**config.mk**
```make
export PLATFORM = sky130hd
export DESIGN_NAME = alarm_bank_match_snooze
export DESIGN_NICKNAME = d
export VERILOG_FILES = /design/src/design/abms_pkg.sv /design/src/design/abms_cell.sv /design/src/design/abms_ctrl.sv /design/src/design/alarm_bank_match_snooze.sv
export SDC_FILE = /design/constraint.sdc
export NUM_CORES = 1
export LEC_CHECK = 0
export BUFFER_PORTS_ARGS = -buffer_cell sky130_fd_sc_hd__clkbuf_2
export CELL_PAD_IN_SITES_DETAIL_PLACEMENT = 2
export CELL_PAD_IN_SITES_GLOBAL_PLACEMENT = 2
export CORE_MARGIN = 1
export CORE_UTILIZATION = 37
export DETAILED_ROUTE_END_ITERATION = 16
export GPL_TIMING_DRIVEN = 0
export PLACE_DENSITY_LB_ADDON = 0.1
export SLEW_MARGIN = 20
export SYNTH_ARGS = -nofsm -noshare
export SYNTH_HDL_FRONTEND = slang
export SYNTH_SLANG_ARGS = --single-unit
```
**constraint.sdc**
```tcl
create_clock -name clk_i -period 4.5 [get_ports clk_i]
set_clock_uncertainty 0.2 [all_clocks]
set_input_delay 0.225 -clock clk_i [delete_from_list [all_inputs] [get_ports clk_i]]
set_output_delay 0.225 -clock clk_i [all_outputs]
set_load 0.05 [all_outputs]
```
**src/design/abms_pkg.sv**
```systemverilog
// Shared types and constants for the alarm bank with match and snooze.
// No dependencies; used by abms_cell, abms_ctrl and the top level.
`timescale 1ns / 1ps

package abms_pkg;

  localparam int NumAlarmsDef = 8;
  localparam int NumAlarmsMax = 64;
  localparam int IdxMaxW      = 6;

  localparam logic [3:0] SnoozeLimitRst = 4'd5;

  localparam int HourMax    = 23;
  localparam int MinuteMax  = 59;
  localparam int SecondMax  = 59;
  localparam int MinPerHour = 60;
  localparam int HrPerDay   = 24;
  // floor(2^16 / 60); quotient may come out one low, fixed by one compare
  localparam int Recip60    = 1092;

  typedef enum logic [2:0] {
    FN_TICK   = 3'd0,
    FN_PREV   = 3'd1,
    FN_NEXT   = 3'd2,
    FN_TOGGLE = 3'd3,
    FN_SET    = 3'd4,
    FN_DELETE = 3'd5,
    FN_SNOOZE = 3'd6
  } func_e;

  typedef struct packed {
    logic [4:0] hour;
    logic [5:0] minute;
    logic [5:0] second;
  } tod_t;

  typedef struct packed {
    logic [4:0] hour;
    logic [5:0] minute;
    logic [5:0] second;
    logic       en;
  } alarm_t;

  // match token walking the cell row
  typedef struct packed {
    logic               valid;
    logic               found;
    logic [IdxMaxW-1:0] idx;
  } tok_t;

  // write command broadcast to all cells
  typedef struct packed {
    logic               en;
    logic [IdxMaxW-1:0] idx;
    alarm_t             data;
  } wr_t;

endpackage

```
**src/design/abms_cell.sv**
```systemverilog
// One alarm cell: holds one alarm, passes the match token to its neighbor.
// Depends on abms_pkg.
`timescale 1ns / 1ps

module abms_cell import abms_pkg::*; #(
  parameter int CellIdx = 0
) (
  input  logic   clk_i,
  input  logic   rst_ni,
  input  tod_t   now_i,
  input  wr_t    wr_i,
  input  tok_t   tok_i,
  output tok_t   tok_o,
  output alarm_t alarm_o
);

  alarm_t alarm_q, alarm_d;
  tok_t   tok_q, tok_d;
  logic   match;

  assign match = alarm_q.en && (alarm_q.hour == now_i.hour) &&
                 (alarm_q.minute == now_i.minute) && (alarm_q.second == now_i.second);

  always_comb begin
    tok_d = tok_i;
    // first match upstream wins
    if (!tok_i.found && match) begin
      tok_d.found = 1'b1;
      tok_d.idx   = IdxMaxW'(CellIdx);
    end
    alarm_d = alarm_q;
    if (wr_i.en && (wr_i.idx == IdxMaxW'(CellIdx))) begin
      alarm_d = wr_i.data;
    end
  end

  always_ff @(posedge clk_i or negedge rst_ni) begin
    if (!rst_ni) begin
      alarm_q <= '0;
      tok_q   <= '0;
    end else begin
      alarm_q <= alarm_d;
      tok_q   <= tok_d;
    end
  end

  assign tok_o   = tok_q;
  assign alarm_o = alarm_q;

endmodule

```
**src/design/abms_ctrl.sv**
```systemverilog
// Sequencer: captures a command beat, launches the match token, does the
// snooze arithmetic, commits writes and drives the result. Depends on abms_pkg.
`timescale 1ns / 1ps

module abms_ctrl import abms_pkg::*; #(
  parameter int NUM_ALARMS = NumAlarmsDef,
  localparam int IdxW      = (NUM_ALARMS > 1) ? $clog2(NUM_ALARMS) : 1
) (
  input  logic            clk_i,
  input  logic            rst_ni,
  input  logic            start,
  output logic            busy,
  input  logic [2:0]      func_i,
  input  logic [4:0]      time_hour_i,
  input  logic [5:0]      time_minute_i,
  input  logic [5:0]      time_second_i,
  input  logic [10:0]     snooze_minutes_i,
  input  logic            cfg_valid_i,
  output logic            cfg_ready_o,
  input  logic [3:0]      cfg_data_i,
  output logic            done_o,
  output logic            status_o,
  output logic            alarm_hit_o,
  output logic [IdxW-1:0] hit_index_o,
  output logic [IdxW-1:0] selected_index_o,
  output logic [4:0]      sel_hour_o,
  output logic [5:0]      sel_minute_o,
  output logic [5:0]      sel_second_o,
  output logic            sel_enabled_o,
  output logic [3:0]      snoozes_used_o,
  input  alarm_t          alarms_i [NUM_ALARMS],
  output tod_t            now_o,
  output wr_t             wr_o,
  output tok_t            tok_o,
  input  tok_t            tok_i
);

  typedef enum logic [1:0] {
    S_IDLE,
    S_SCAN,
    S_RESP
  } state_e;

  state_e          state_q;
  logic            launch_q;
  logic            launch2_q;
  logic [IdxW-1:0] sel_q, sel_d;
  logic [3:0]      cnt_q, cnt_d;
  logic [3:0]      limit_q;
  logic            status_q, status_d;
  logic            hit_q, hit_d;
  logic [IdxW-1:0] hit_idx_q, hit_idx_d;
  logic            done_q;
  logic [4:0]      sel_hour_q;
  logic [5:0]      sel_minute_q, sel_second_q;
  logic            sel_en_q;

  // captured command beat
  func_e       func_q;
  logic [4:0]  hour_q;
  logic [5:0]  minute_q, second_q;
  logic [10:0] add_q;

  // snooze arithmetic
  logic [11:0] total_c, total_q;
  logic [21:0] prod_q;
  logic [5:0]  quo_c, quo_fix;
  logic [11:0] rem_c, rem_fix;
  logic [6:0]  hsum_q;
  logic [5:0]  mn_q;
  logic [4:0]  hour_mod;
  logic [5:0]  sec_fix;

  logic   accept, commit;
  alarm_t cur;
  wr_t    wr_d;

  assign accept      = start && (state_q == S_IDLE);
  assign commit      = (state_q == S_SCAN) && tok_i.valid;
  assign busy        = (state_q != S_IDLE);
  assign cfg_ready_o = 1'b1;

  assign total_c = 12'(minute_q) + 12'(add_q);
  assign quo_c   = prod_q[21:16];
  assign rem_c   = total_q - ((12'(quo_c) << 6) - (12'(quo_c) << 2));

  always_comb begin
    quo_fix = quo_c;
    rem_fix = rem_c;
    if (rem_c >= 12'(MinPerHour)) begin
      quo_fix = quo_c + 6'd1;
      rem_fix = rem_c - 12'(MinPerHour);
    end
  end

  always_comb begin
    priority if (hsum_q >= 7'(2 * HrPerDay)) begin
      hour_mod = 5'(hsum_q - 7'(2 * HrPerDay));
    end else if (hsum_q >= 7'(HrPerDay)) begin
      hour_mod = 5'(hsum_q - 7'(HrPerDay));
    end else begin
      hour_mod = 5'(hsum_q);
    end
  end

  assign sec_fix = (second_q >= 6'(MinPerHour)) ? (second_q - 6'(MinPerHour)) : second_q;

  always_ff @(posedge clk_i) begin
    if (accept) begin
      func_q   <= func_e'(func_i);
      hour_q   <= time_hour_i;
      minute_q <= time_minute_i;
      second_q <= time_second_i;
      add_q    <= snooze_minutes_i;
    end
    total_q <= total_c;
    prod_q  <= 22'(total_c) * 22'(Recip60);
    hsum_q  <= 7'(hour_q) + 7'(quo_fix);
    mn_q    <= rem_fix[5:0];
  end

  assign cur   = alarms_i[sel_q];
  assign now_o = '{hour: hour_q, minute: minute_q, second: second_q};

  always_comb begin
    sel_d     = sel_q;
    cnt_d     = cnt_q;
    status_d  = 1'b0;
    hit_d     = 1'b0;
    hit_idx_d = '0;
    wr_d      = '0;
    wr_d.idx  = IdxMaxW'(sel_q);
    wr_d.data = cur;
    unique case (func_q)
      FN_TICK: begin
        if (tok_i.found) begin
          hit_d     = 1'b1;
          hit_idx_d = tok_i.idx[IdxW-1:0];
          sel_d     = tok_i.idx[IdxW-1:0];
        end
      end
      FN_PREV: begin
        if (sel_q != '0) sel_d = sel_q - IdxW'(1);
      end
      FN_NEXT: begin
        if (sel_q != IdxW'(NUM_ALARMS - 1)) sel_d = sel_q + IdxW'(1);
      end
      FN_TOGGLE: begin
        wr_d.en      = 1'b1;
        wr_d.data.en = ~cur.en;
      end
      FN_SET: begin
        if ((hour_q > 5'(HourMax)) || (minute_q > 6'(MinuteMax)) ||
            (second_q > 6'(SecondMax))) begin
          status_d = 1'b1;
        end else begin
          wr_d.en   = 1'b1;
          wr_d.data = '{hour: hour_q, minute: minute_q, second: second_q, en: 1'b1};
        end
      end
      FN_DELETE: begin
        wr_d.en   = 1'b1;
        wr_d.data = '0;
      end
      FN_SNOOZE: begin
        wr_d.en = 1'b1;
        if (cnt_q >= limit_q) begin
          cnt_d        = '0;
          wr_d.data.en = 1'b0;
        end else begin
          cnt_d     = cnt_q + 4'd1;
          wr_d.data = '{hour: hour_mod, minute: mn_q, second: sec_fix, en: cur.en};
        end
      end
      default: ;
    endcase
    wr_d.en = wr_d.en && commit;
  end

  assign wr_o = wr_d;
  // a single-cell row returns the token before the snooze math settles
  assign tok_o = '{valid: (NUM_ALARMS > 1) ? launch_q : launch2_q, found: 1'b0, idx: '0};

  always_ff @(posedge clk_i or negedge rst_ni) begin
    if (!rst_ni) begin
      state_q      <= S_IDLE;
      launch_q     <= 1'b0;
      launch2_q    <= 1'b0;
      sel_q        <= '0;
      cnt_q        <= '0;
      limit_q      <= SnoozeLimitRst;
      status_q     <= 1'b0;
      hit_q        <= 1'b0;
      hit_idx_q    <= '0;
      done_q       <= 1'b0;
      sel_hour_q   <= '0;
      sel_minute_q <= '0;
      sel_second_q <= '0;
      sel_en_q     <= 1'b0;
    end else begin
      launch_q  <= accept;
      launch2_q <= launch_q;
      done_q    <= 1'b0;
      if (cfg_valid_i) limit_q <= cfg_data_i;
      unique case (state_q)
        S_IDLE: begin
          if (start) state_q <= S_SCAN;
        end
        S_SCAN: begin
          if (tok_i.valid) begin
            sel_q     <= sel_d;
            cnt_q     <= cnt_d;
            status_q  <= status_d;
            hit_q     <= hit_d;
            hit_idx_q <= hit_idx_d;
            state_q   <= S_RESP;
          end
        end
        S_RESP: begin
          // cells already hold the committed values
          sel_hour_q   <= cur.hour;
          sel_minute_q <= cur.minute;
          sel_second_q <= cur.second;
          sel_en_q     <= cur.en;
          done_q       <= 1'b1;
          state_q      <= S_IDLE;
        end
        default: state_q <= S_IDLE;
      endcase
    end
  end

  assign done_o           = done_q;
  assign status_o         = status_q;
  assign alarm_hit_o      = hit_q;
  assign hit_index_o      = hit_idx_q;
  assign selected_index_o = sel_q;
  assign sel_hour_o       = sel_hour_q;
  assign sel_minute_o     = sel_minute_q;
  assign sel_second_o     = sel_second_q;
  assign sel_enabled_o    = sel_en_q;
  assign snoozes_used_o   = cnt_q;

  a_tok_in_scan: assert property (@(posedge clk_i) disable iff (!rst_ni)
    tok_i.valid |-> (state_q == S_SCAN))
    else $error("match token left the row outside a scan");

  a_sel_range: assert property (@(posedge clk_i) disable iff (!rst_ni)
    $unsigned(sel_q) < NUM_ALARMS)
    else $error("selection beyond the bank");

  a_hit_selects: assert property (@(posedge clk_i) disable iff (!rst_ni)
    (done_o && alarm_hit_o) |-> (selected_index_o == hit_index_o))
    else $error("hit did not move the selection");

  a_status_no_hit: assert property (@(posedge clk_i) disable iff (!rst_ni)
    status_o |-> !alarm_hit_o)
    else $error("reject and hit in one beat");

  a_done_single: assert property (@(posedge clk_i) disable iff (!rst_ni)
    done_o |=> !done_o)
    else $error("result strobe held more than one cycle");

endmodule

```
**src/design/alarm_bank_match_snooze.sv**
```systemverilog
// Top level of the alarm bank: a row of alarm cells and the sequencer.
// Depends on abms_pkg, abms_cell, abms_ctrl.
`timescale 1ns / 1ps
//
//  channel   handshake                        payload
//  command   start / busy (taken when !busy)  func, time_hour/minute/second, snooze_minutes
//  result    done_o strobe, one cycle         status .. snoozes_used
//  config    cfg_valid_i / cfg_ready_o        cfg_data_i (snooze limit)
//
// In each command beat the match token walks the cell row one cell per cycle
// (a single-cell row delays its launch through launch2_q to let the snooze
// math settle), then the sequencer commits the update in S_SCAN and registers
// the result in S_RESP. busy is high from the accept edge until the result
// strobe, when a new beat may be taken at once.
// Reset clears every alarm, the selection and the snooze count; the limit
// returns to 5. The result is shown for one cycle and cannot be held off.

module alarm_bank_match_snooze import abms_pkg::*; #(
  parameter int NUM_ALARMS = NumAlarmsDef,
  localparam int IdxW      = (NUM_ALARMS > 1) ? $clog2(NUM_ALARMS) : 1
) (
  input  logic            clk_i,
  input  logic            rst_ni,
  input  logic            start,
  output logic            busy,
  input  logic [2:0]      func_i,
  input  logic [4:0]      time_hour_i,
  input  logic [5:0]      time_minute_i,
  input  logic [5:0]      time_second_i,
  input  logic [10:0]     snooze_minutes_i,
  input  logic            cfg_valid_i,
  output logic            cfg_ready_o,
  input  logic [3:0]      cfg_data_i,
  output logic            done_o,
  output logic            status_o,
  output logic            alarm_hit_o,
  output logic [IdxW-1:0] hit_index_o,
  output logic [IdxW-1:0] selected_index_o,
  output logic [4:0]      sel_hour_o,
  output logic [5:0]      sel_minute_o,
  output logic [5:0]      sel_second_o,
  output logic            sel_enabled_o,
  output logic [3:0]      snoozes_used_o
);

  alarm_t alarms [NUM_ALARMS];
  tok_t   tok_chain [NUM_ALARMS+1];
  tod_t   now;
  wr_t    wr;

  abms_ctrl #(
    .NUM_ALARMS(NUM_ALARMS)
  ) u_ctrl (
    .clk_i            (clk_i),
    .rst_ni           (rst_ni),
    .start            (start),
    .busy             (busy),
    .func_i           (func_i),
    .time_hour_i      (time_hour_i),
    .time_minute_i    (time_minute_i),
    .time_second_i    (time_second_i),
    .snooze_minutes_i (snooze_minutes_i),
    .cfg_valid_i      (cfg_valid_i),
    .cfg_ready_o      (cfg_ready_o),
    .cfg_data_i       (cfg_data_i),
    .done_o           (done_o),
    .status_o         (status_o),
    .alarm_hit_o      (alarm_hit_o),
    .hit_index_o      (hit_index_o),
    .selected_index_o (selected_index_o),
    .sel_hour_o       (sel_hour_o),
    .sel_minute_o     (sel_minute_o),
    .sel_second_o     (sel_second_o),
    .sel_enabled_o    (sel_enabled_o),
    .snoozes_used_o   (snoozes_used_o),
    .alarms_i         (alarms),
    .now_o            (now),
    .wr_o             (wr),
    .tok_o            (tok_chain[0]),
    .tok_i            (tok_chain[NUM_ALARMS])
  );

  for (genvar i = 0; i < NUM_ALARMS; i++) begin : g_cell
    abms_cell #(
      .CellIdx(i)
    ) u_cell (
      .clk_i   (clk_i),
      .rst_ni  (rst_ni),
      .now_i   (now),
      .wr_i    (wr),
      .tok_i   (tok_chain[i]),
      .tok_o   (tok_chain[i+1]),
      .alarm_o (alarms[i])
    );
  end

endmodule
```
==> run_results.csv, run 1 <==
group,metric,value,unit
clocking,worstSkewPairLatency,560,ps
worst_setup_path,r2r-end,"u_ctrl.prod_q[21]",
routing,remaining_drc_errors,0,
worst_setup_path,r2r_start,"u_ctrl.add_q[1]",
run,drv_cap,0,
logic_synthesis,async_flop_share,0.7762,
finish,nets,1746,
routing,dr_total_vias,11660,
grt,grt_util_met3,0.05032,
placed_design,routabilityCongestion,0.8875,
die,die_area,40440,sq um
grt,grt.busiest_layer,"met2",
clocking,cts-root-buf,"clkbuf_16",
die,fp-row-count,72,
clocking,clkSinkCount,277,
worst_setup_path,rrSetupSlack,-190,ps
sta,finalCriticalPeriod,4694,ps
outcome,violations,"setup timing",
sta,report.final.hold_viol_count,0,
worst_setup_path,r2r_cells,19,
sta,slew_headroom,0.2445,
grt,antenna_found_initial,0,
routing,drt_iter0_drc,614,
worst_setup_path,crit_type,"flip-flop to flip-flop",
logic_synthesis,synth.avg_cell_area,10.37,sq um
routing,ant_nets,0,
worst_setup_path,start_kind,"flip-flop",
grt,use_met1,0.3484,
logic_synthesis,ys_warn_count,0,
grt,grt_use_met2,0.4509,
placed_design,dp.cells,2019,
worst_setup_path,worst_ep_required_time,4730,ps
routing,avgViaCountPerCell,5.415,
clocking,cts_tree,"done",
logic_synthesis,ys_seq_area_frac,0.4728,
routing,wl_per_cell,24.63,um
power_and_ir_drop,finalPower,11810,uW
finish,final.fill_count,4005,
logic_synthesis,synthCells,1414,
sta,fin_crit_sh,1.043,
grt,grt_first_pass_wirelength,81630,um
finish,antennaDiodeCount,0,
finish,syn2layout_area_growth,22.98,%
placed_design,placed_area,15870,sq um
worst_setup_path,cp-end-kind,"flip-flop",
sta,fmax,0.2130,GHz
grt,grt.overflow.total,0,
routing,dr.pass1.iters,5,
sta,worst_slew_pin_slew,1133,ps
die,fp.dieW,201.1,um
placed_design,port-buffer-count,70,
die,start_util,0.3777,
logic_synthesis,ys_seq_elements,277,
power_and_ir_drop,p_leak,0.008023,uW
placed_design,hpwl,38490,um
clocking,clockBufferDepth,3,
hold_path,worstHoldPathType,"input pin to async pin",
outcome,status,"finished with violations",
logic_synthesis,synth_nets,1546,
worst_setup_path,worstPathMaxFanout,3,
grt,grt.total_usage,0.2689,
sta,final.setup.tns,-388.9,ps
clocking,htreeDepth,2,
power_and_ir_drop,ir_drop,0.0004862,V
routing,routed_wl,53060,um
die,core-area,38830,sq um
logic_synthesis,synth_edf_count,31,
grt,grt_start_max_net_pins,82,
grt,grt_pass1_vias,13160,
die,io_pins,72,
sta,setup_violations,4,
sta,final-max-slew-violation-count,0,
clocking,cts_buffers,36,
finish,final_area,18030,sq um
logic_synthesis,netlist_area,14670,sq um
logic_synthesis,ys_types,70,
finish,instances_no_fill,2154,
logic_synthesis,synth-main-ff-cell,"dfrtp_1",
worst_setup_path,arrival,4920,ps
die,die_h,201.1,um
power_and_ir_drop,cellPowerDensity,654.6,nW/um^2
finish,drive_above_1_share,0.1907,
sta,setup_ws,-194.5,ps
clocking,clk_pin_slew,60,ps
sta,rsz0062_at_grt,"true",
==> logic make-up (layout without fill, tap and decap cells) <==
logic type               count (synthesis)  count (layout)  share of synthesized area
AND/OR/NAND/NOR                        441             441                     0.1363
flip-flops                             277             277                     0.4728
AO/OA/AOI/OAI                          266             266                     0.1093
XOR/XNOR                               169             169                     0.1009
buffers and inverters                  124             346                    0.03711
adder cells (fa/ha/maj)                 93              93                    0.08293
multiplexers                            43              43                    0.06040
other                                    1               1                  0.0002557
==> synth_stat cells, types with 11 or more instances <==
master | count | area share
nand2b_1 | 21 | 0.0090
nand3_1 | 11 | 0.0038
xnor2_1 | 126 | 0.075
dfxtp_1 | 31 | 0.042
nand4_1 | 33 | 0.014
o21ai_1 | 31 | 0.011
nor2_1 | 63 | 0.016
mux4_2 | 36 | 0.055
a21oi_1 | 61 | 0.021
buf_2 | 12 | 0.0041
nand2_1 | 245 | 0.063
a21o_1 | 14 | 0.0072
dfrtp_1 | 213 | 0.36
inv_1 | 56 | 0.014
xor2_1 | 43 | 0.026
ha_1 | 86 | 0.073
edfxtp_1 | 31 | 0.063
clkbuf_1 | 37 | 0.0095
o21ai_0 | 101 | 0.034
nor3_1 | 16 | 0.0055
a222oi_1 | 11 | 0.0075
==> stage by stage <==
stage | setup WS, ps | hold slack, ps | util
global route | -472.2 | 117.9 | 0.4645
finish | -194.5 | 64.09 | 0.4645
floorplan | 25.57 | -270.6 | -
CTS | -157.9 | 90.21 | 0.4582
global placement | -1664 | 112.3 | 0.4044
detailed placement | -606.4 | 115.0 | 0.4087
==> critical path, cell delays in order, from the launching register on <==
cell and delay (ps):
edfxtp_1 410, buf_6 140, fa_2 390, a21o_1 180, a21oi_2 180, o21bai_1 110
a21oi_2 280, xnor2_2 190, ha_4 250, fa_1 570, ha_4 220, ha_4 210
a21o_1 180, a21oi_4 170, o221ai_2 130, a21oi_2 220, o21ai_2 110, a21oi_2 170
o21bai_1 110, xor2_1 150
==> final cells by class <==
class | instances | area [sq um] | area share
Buffer | 67 | 330.3 | 0.01832
Clock inverter | 10 | 158.9 | 0.008811
Multi-Input combinational cell | 1013 | 7512 | 0.4165
Timing Repair Buffer | 162 | 1187 | 0.06584
Sequential cell | 277 | 6939 | 0.3848
Inverter | 57 | 214.0 | 0.01186
Tap cell | 518 | 648.1 | 0.03594
Clock buffer | 50 | 1045 | 0.05793
==> per-layer routing <==
metal / wire, um / share of wire
met3: 2416 / 0.046
met4: 1487 / 0.028
met2: 25870 / 0.49
met5: 0 / 0
met1: 23280 / 0.44
==> power by group <==
part	switching [uW]	internal, uW	leakage, uW
clock	1150	1840	0.000592
sequential	311	2930	0.00348
combinational	3280	2290	0.00395
==> how the worst max path moves through the flow <==
stage / from / end / slack (ps) / cells past startpoint
3_5_place_dp: u_ctrl.minute_q[1] / u_ctrl.prod_q[21] / -610 / 20
6_report: u_ctrl.add_q[1] / u_ctrl.prod_q[21] / -190 / 19
3_3_place_gp: rst_ni / g_cell[2].u_cell.alarm_o[8] / -1660 / 1
5_1_grt: u_ctrl.minute_q[1] / u_ctrl.prod_q[21] / -470 / 21
2_1_floorplan: u_ctrl.minute_q[0] / u_ctrl.prod_q[21] / 30 / 19
4_1_cts: u_ctrl.minute_q[0] / u_ctrl.prod_q[21] / -160 / 22
==> placed cells by master (no fill, tap or decap), types with 41 or more instances in the layout <==
cell,instances
nor2_1,59
dlygate4sd3_1,44
nand2_1,245
clkbuf_1,43
dfrtp_1,213
inv_1,53
xnor2_1,121
o21ai_0,99
ha_1,73
xor2_1,41
clkbuf_2,69
a21oi_1,54
==> sequential cells by signal, indices dropped and copies added, names as in the netlist, 2 cells and up <==
register and flops:
g_cell.u_cell.alarm_o 144, u_ctrl.selected_index_o 3, u_ctrl.sel_second_o 6, u_ctrl.prod_q 6, u_ctrl.minute_q 6, u_ctrl.snoozes_used_o 4, u_ctrl.hit_index_o 3, u_ctrl.func_q 3
u_ctrl.total_q 12, u_ctrl.hour_q 5, u_ctrl.state_q 2, u_ctrl.mn_q 6, u_ctrl.add_q 11, u_ctrl.sel_minute_o 6, u_ctrl.limit_q 4, u_ctrl.hsum_q 7
g_cell.u_cell.tok_o 33, u_ctrl.sel_hour_o 5, u_ctrl.second_q 6
==> repair_timing <==
item                       in CTS  in global routing
pin swaps                      31                 33
setup endpoints to repair      10                  9
hold buffers                   44                  0
resized for setup              19                 33
hold endpoints to repair      123                  0
buffers inserted               19                 12
No activity file was read; power rests on OpenSTA's default activity.
==> run 2: changes to the inputs <==
--- a/config.mk
+++ b/config.mk
@@ -13,6 +13,7 @@
 export DETAILED_ROUTE_END_ITERATION = 16
 export GPL_TIMING_DRIVEN = 0
 export PLACE_DENSITY_LB_ADDON = 0.1
+export SKIP_CTS_REPAIR_TIMING = 1
 export SLEW_MARGIN = 20
 export SYNTH_ARGS = -nofsm -noshare
 export SYNTH_HDL_FRONTEND = slang
==> run 2 against run 1 <==
Compared with the run above:
- the flow still finishes with violations (setup timing)
- global-route usage down 0.98 points
- count of clock-buffer cells in the layout unchanged
- first-iteration DRC count up 3.7%
- wire length down 1.4%
- power down 2.1%
- sequential cell count unchanged
==> run_results.csv, run 2 (synthesized netlist as in run 1, its figures left out) <==
group,metric,value,unit
grt,grt_first_pass_wirelength,78520,um
routing,dr.pass1.iters,5,
sta,slew_headroom,0.2447,
power_and_ir_drop,internal_power,6928,uW
worst_setup_path,worst_ep_required_time,4720,ps
clocking,htreeDepth,2,
placed_design,hpwl,38490,um
power_and_ir_drop,power_frac_clock,0.260,
worst_setup_path,cp-end-kind,"flip-flop",
finish,largest_reg_flops,144,
worst_setup_path,path_depth,19,
finish,syn2layout_area_growth,21.82,%
power_and_ir_drop,p_leak,0.007951,uW
die,io_pins,72,
power_and_ir_drop,power_switching,4624,uW
power_and_ir_drop,finalPower,11550,uW
die,fp.dieW,201.1,um
finish,antennaDiodeCount,0,
sta,setup_ws,-291.0,ps
clocking,clkSinkCount,277,
grt,grt_pass1_vias,12590,
routing,remaining_drc_errors,0,
sta,worst_slew_pin_slew,1133,ps
grt,antenna_found_initial,0,
power_and_ir_drop,switching_share,0.4003,
clocking,cts_tree,"done",
power_and_ir_drop,ir_drop,0.0003438,V
hold_path,worstHoldPathType,"input pin to async pin",
routing,wl_per_cell,24.44,um
finish,drive_above_1_share,0.1776,
worst_setup_path,crit_type,"flip-flop to flip-flop",
routing,drt_iter0_drc,637,
grt,grt_start_max_net_pins,82,
die,start_util,0.3777,
routing,routed_wl,52300,um
routing,avgViaCountPerCell,5.427,
worst_setup_path,crit_buf_inv,0,
worst_setup_path,path_common_cell,"a21oi_2",
placed_design,port-buffer-count,70,
placed_design,dp.cells,2019,
die,die_h,201.1,um
finish,layout_common_cells,"nand2_1 (245), dfrtp_1 (213), xnor2_1 (122), o21ai_0 (99), ha_1 (78)",
finish,instances_no_fill,2140,
grt,grt.overflow.total,0,
placed_design,routabilityCongestion,0.8875,
clocking,cts-root-buf,"clkbuf_16",
sta,rsz0062_at_grt,"true",
finish,fin_util,0.4601,
die,core-area,38830,sq um
worst_setup_path,slowest_delay,480,ps
finish,final.fill_count,4015,
worst_setup_path,start_kind,"flip-flop",
power_and_ir_drop,seqPwrFrac,0.280,
worst_setup_path,rrSetupSlack,-290,ps
outcome,violations,"setup timing",
routing,dr_total_vias,11610,
clocking,clockBufferDepth,3,
power_and_ir_drop,p_comb_frac,0.460,
worst_setup_path,r2r_cells,19,
worst_setup_path,worstPathMaxFanout,3,
sta,fmax,0.2087,GHz
routing,ant_nets,0,
outcome,status,"finished with violations",
worst_setup_path,worstPathCellList,"ha_2 -> fa_2 -> a21o_1 -> a21oi_2 -> o21bai_1 -> a21oi_2 -> xnor2_2 -> ha_1 -> fa_1 -> ha_1 -> ha_1 -> a21o_1 -> a21oi_2 -> o221ai_2 -> a21oi_4 -> o21ai_2 -> a21oi_2 -> o21bai_1 -> xor2_1",
sta,report.final.hold_viol_count,0,
worst_setup_path,r2r-end,"u_ctrl.prod_q[21]",
die,die_area,40440,sq um
sta,final.setup.tns,-641.2,ps
sta,finalCriticalPeriod,4791,ps
sta,fin_crit_sh,1.065,
run,drv_cap,0,
die,fp-row-count,72,
sta,setup_violations,4,
clocking,worstSkewPairLatency,550,ps
worst_setup_path,slowest_stage,"fa_1",
power_and_ir_drop,cellPowerDensity,646.6,nW/um^2
sta,final-max-slew-violation-count,0,
clocking,clk_pin_slew,60,ps
worst_setup_path,critPathTopFamily,"adder cells",
finish,nets,1732,
worst_setup_path,arrival,5010,ps
clocking,cts_buffers,36,
worst_setup_path,r2r_start,"u_ctrl.minute_q[0]",
finish,layout_commonest_cell,"nand2_1",
grt,grt.total_usage,0.2591,
run 2: cell count changes in the layout (fill, tap and decap cells not counted), moves of 2 or more:
| cell | change |
|---|---|
| inv_1 | +2 |
| buf_4 | -13 |
| buf_6 | -2 |
| inv_2 | -2 |
| ha_4 | -4 |
| ha_1 | +5 |
run 2: worst max-delay path by stage:
stage | start | endpoint | slack [ps]
global route | u_ctrl.minute_q[0] | u_ctrl.prod_q[21] | -480
CTS | u_ctrl.minute_q[1] | u_ctrl.prod_q[21] | -640
detailed placement | u_ctrl.minute_q[1] | u_ctrl.prod_q[21] | -610
finish | u_ctrl.minute_q[0] | u_ctrl.prod_q[21] | -290
global placement | rst_ni | g_cell[2].u_cell.alarm_o[8] | -1660
floorplan | u_ctrl.minute_q[0] | u_ctrl.prod_q[21] | 30
run 2: cell type report:
class                   instances  area, sq um  area share
multi-input cells            1013         7443      0.4166
flip-flops and latches        277         6939      0.3884
repair buffers                148         1087     0.06086
clock buffers                  50         1045     0.05848
well taps                     518        648.1     0.03628
plain buffers                  67        330.3     0.01849
inverters                      57        214.0     0.01198
clock inverters                10        158.9    0.008894
run 2: through the flow:
stage | setup slack, ps | hold WS, ps | cell area, sq um
after detailed placement | -606.4 | 115.0 | 15870
after CTS | -642.2 | -475.9 | 17070
after global placement | -1664 | 112.3 | 15700
final | -291.0 | 95.24 | 17870
after floorplan | 25.57 | -270.6 | 14700
after global routing | -483.4 | 112.8 | 17870
run 2: layer usage:
| metal | vias up | track usage | wire length, um |
|---|---|---|---|
| met5 | - | 0 | 0 |
| met1 | 6036 | 0.3389 | 23070 |
| met2 | 223 | 0.4288 | 25430 |
| li1 | 5259 | - | - |
| met3 | 95 | 0.05097 | 2340 |
| met4 | 0 | 0.08588 | 1462 |
run 2: power groups by stage:
stage / registers [uW] / logic (uW) / clock network (uW)
2_1_floorplan: 3320 / 3160 / 0
3_3_place_gp: 3260 / 4510 / 0
3_5_place_dp: 3270 / 4790 / 0
4_1_cts: 3230 / 4820 / 3070
5_1_grt: 3280 / 5820 / 3150
6_report: 3240 / 5310 / 3000
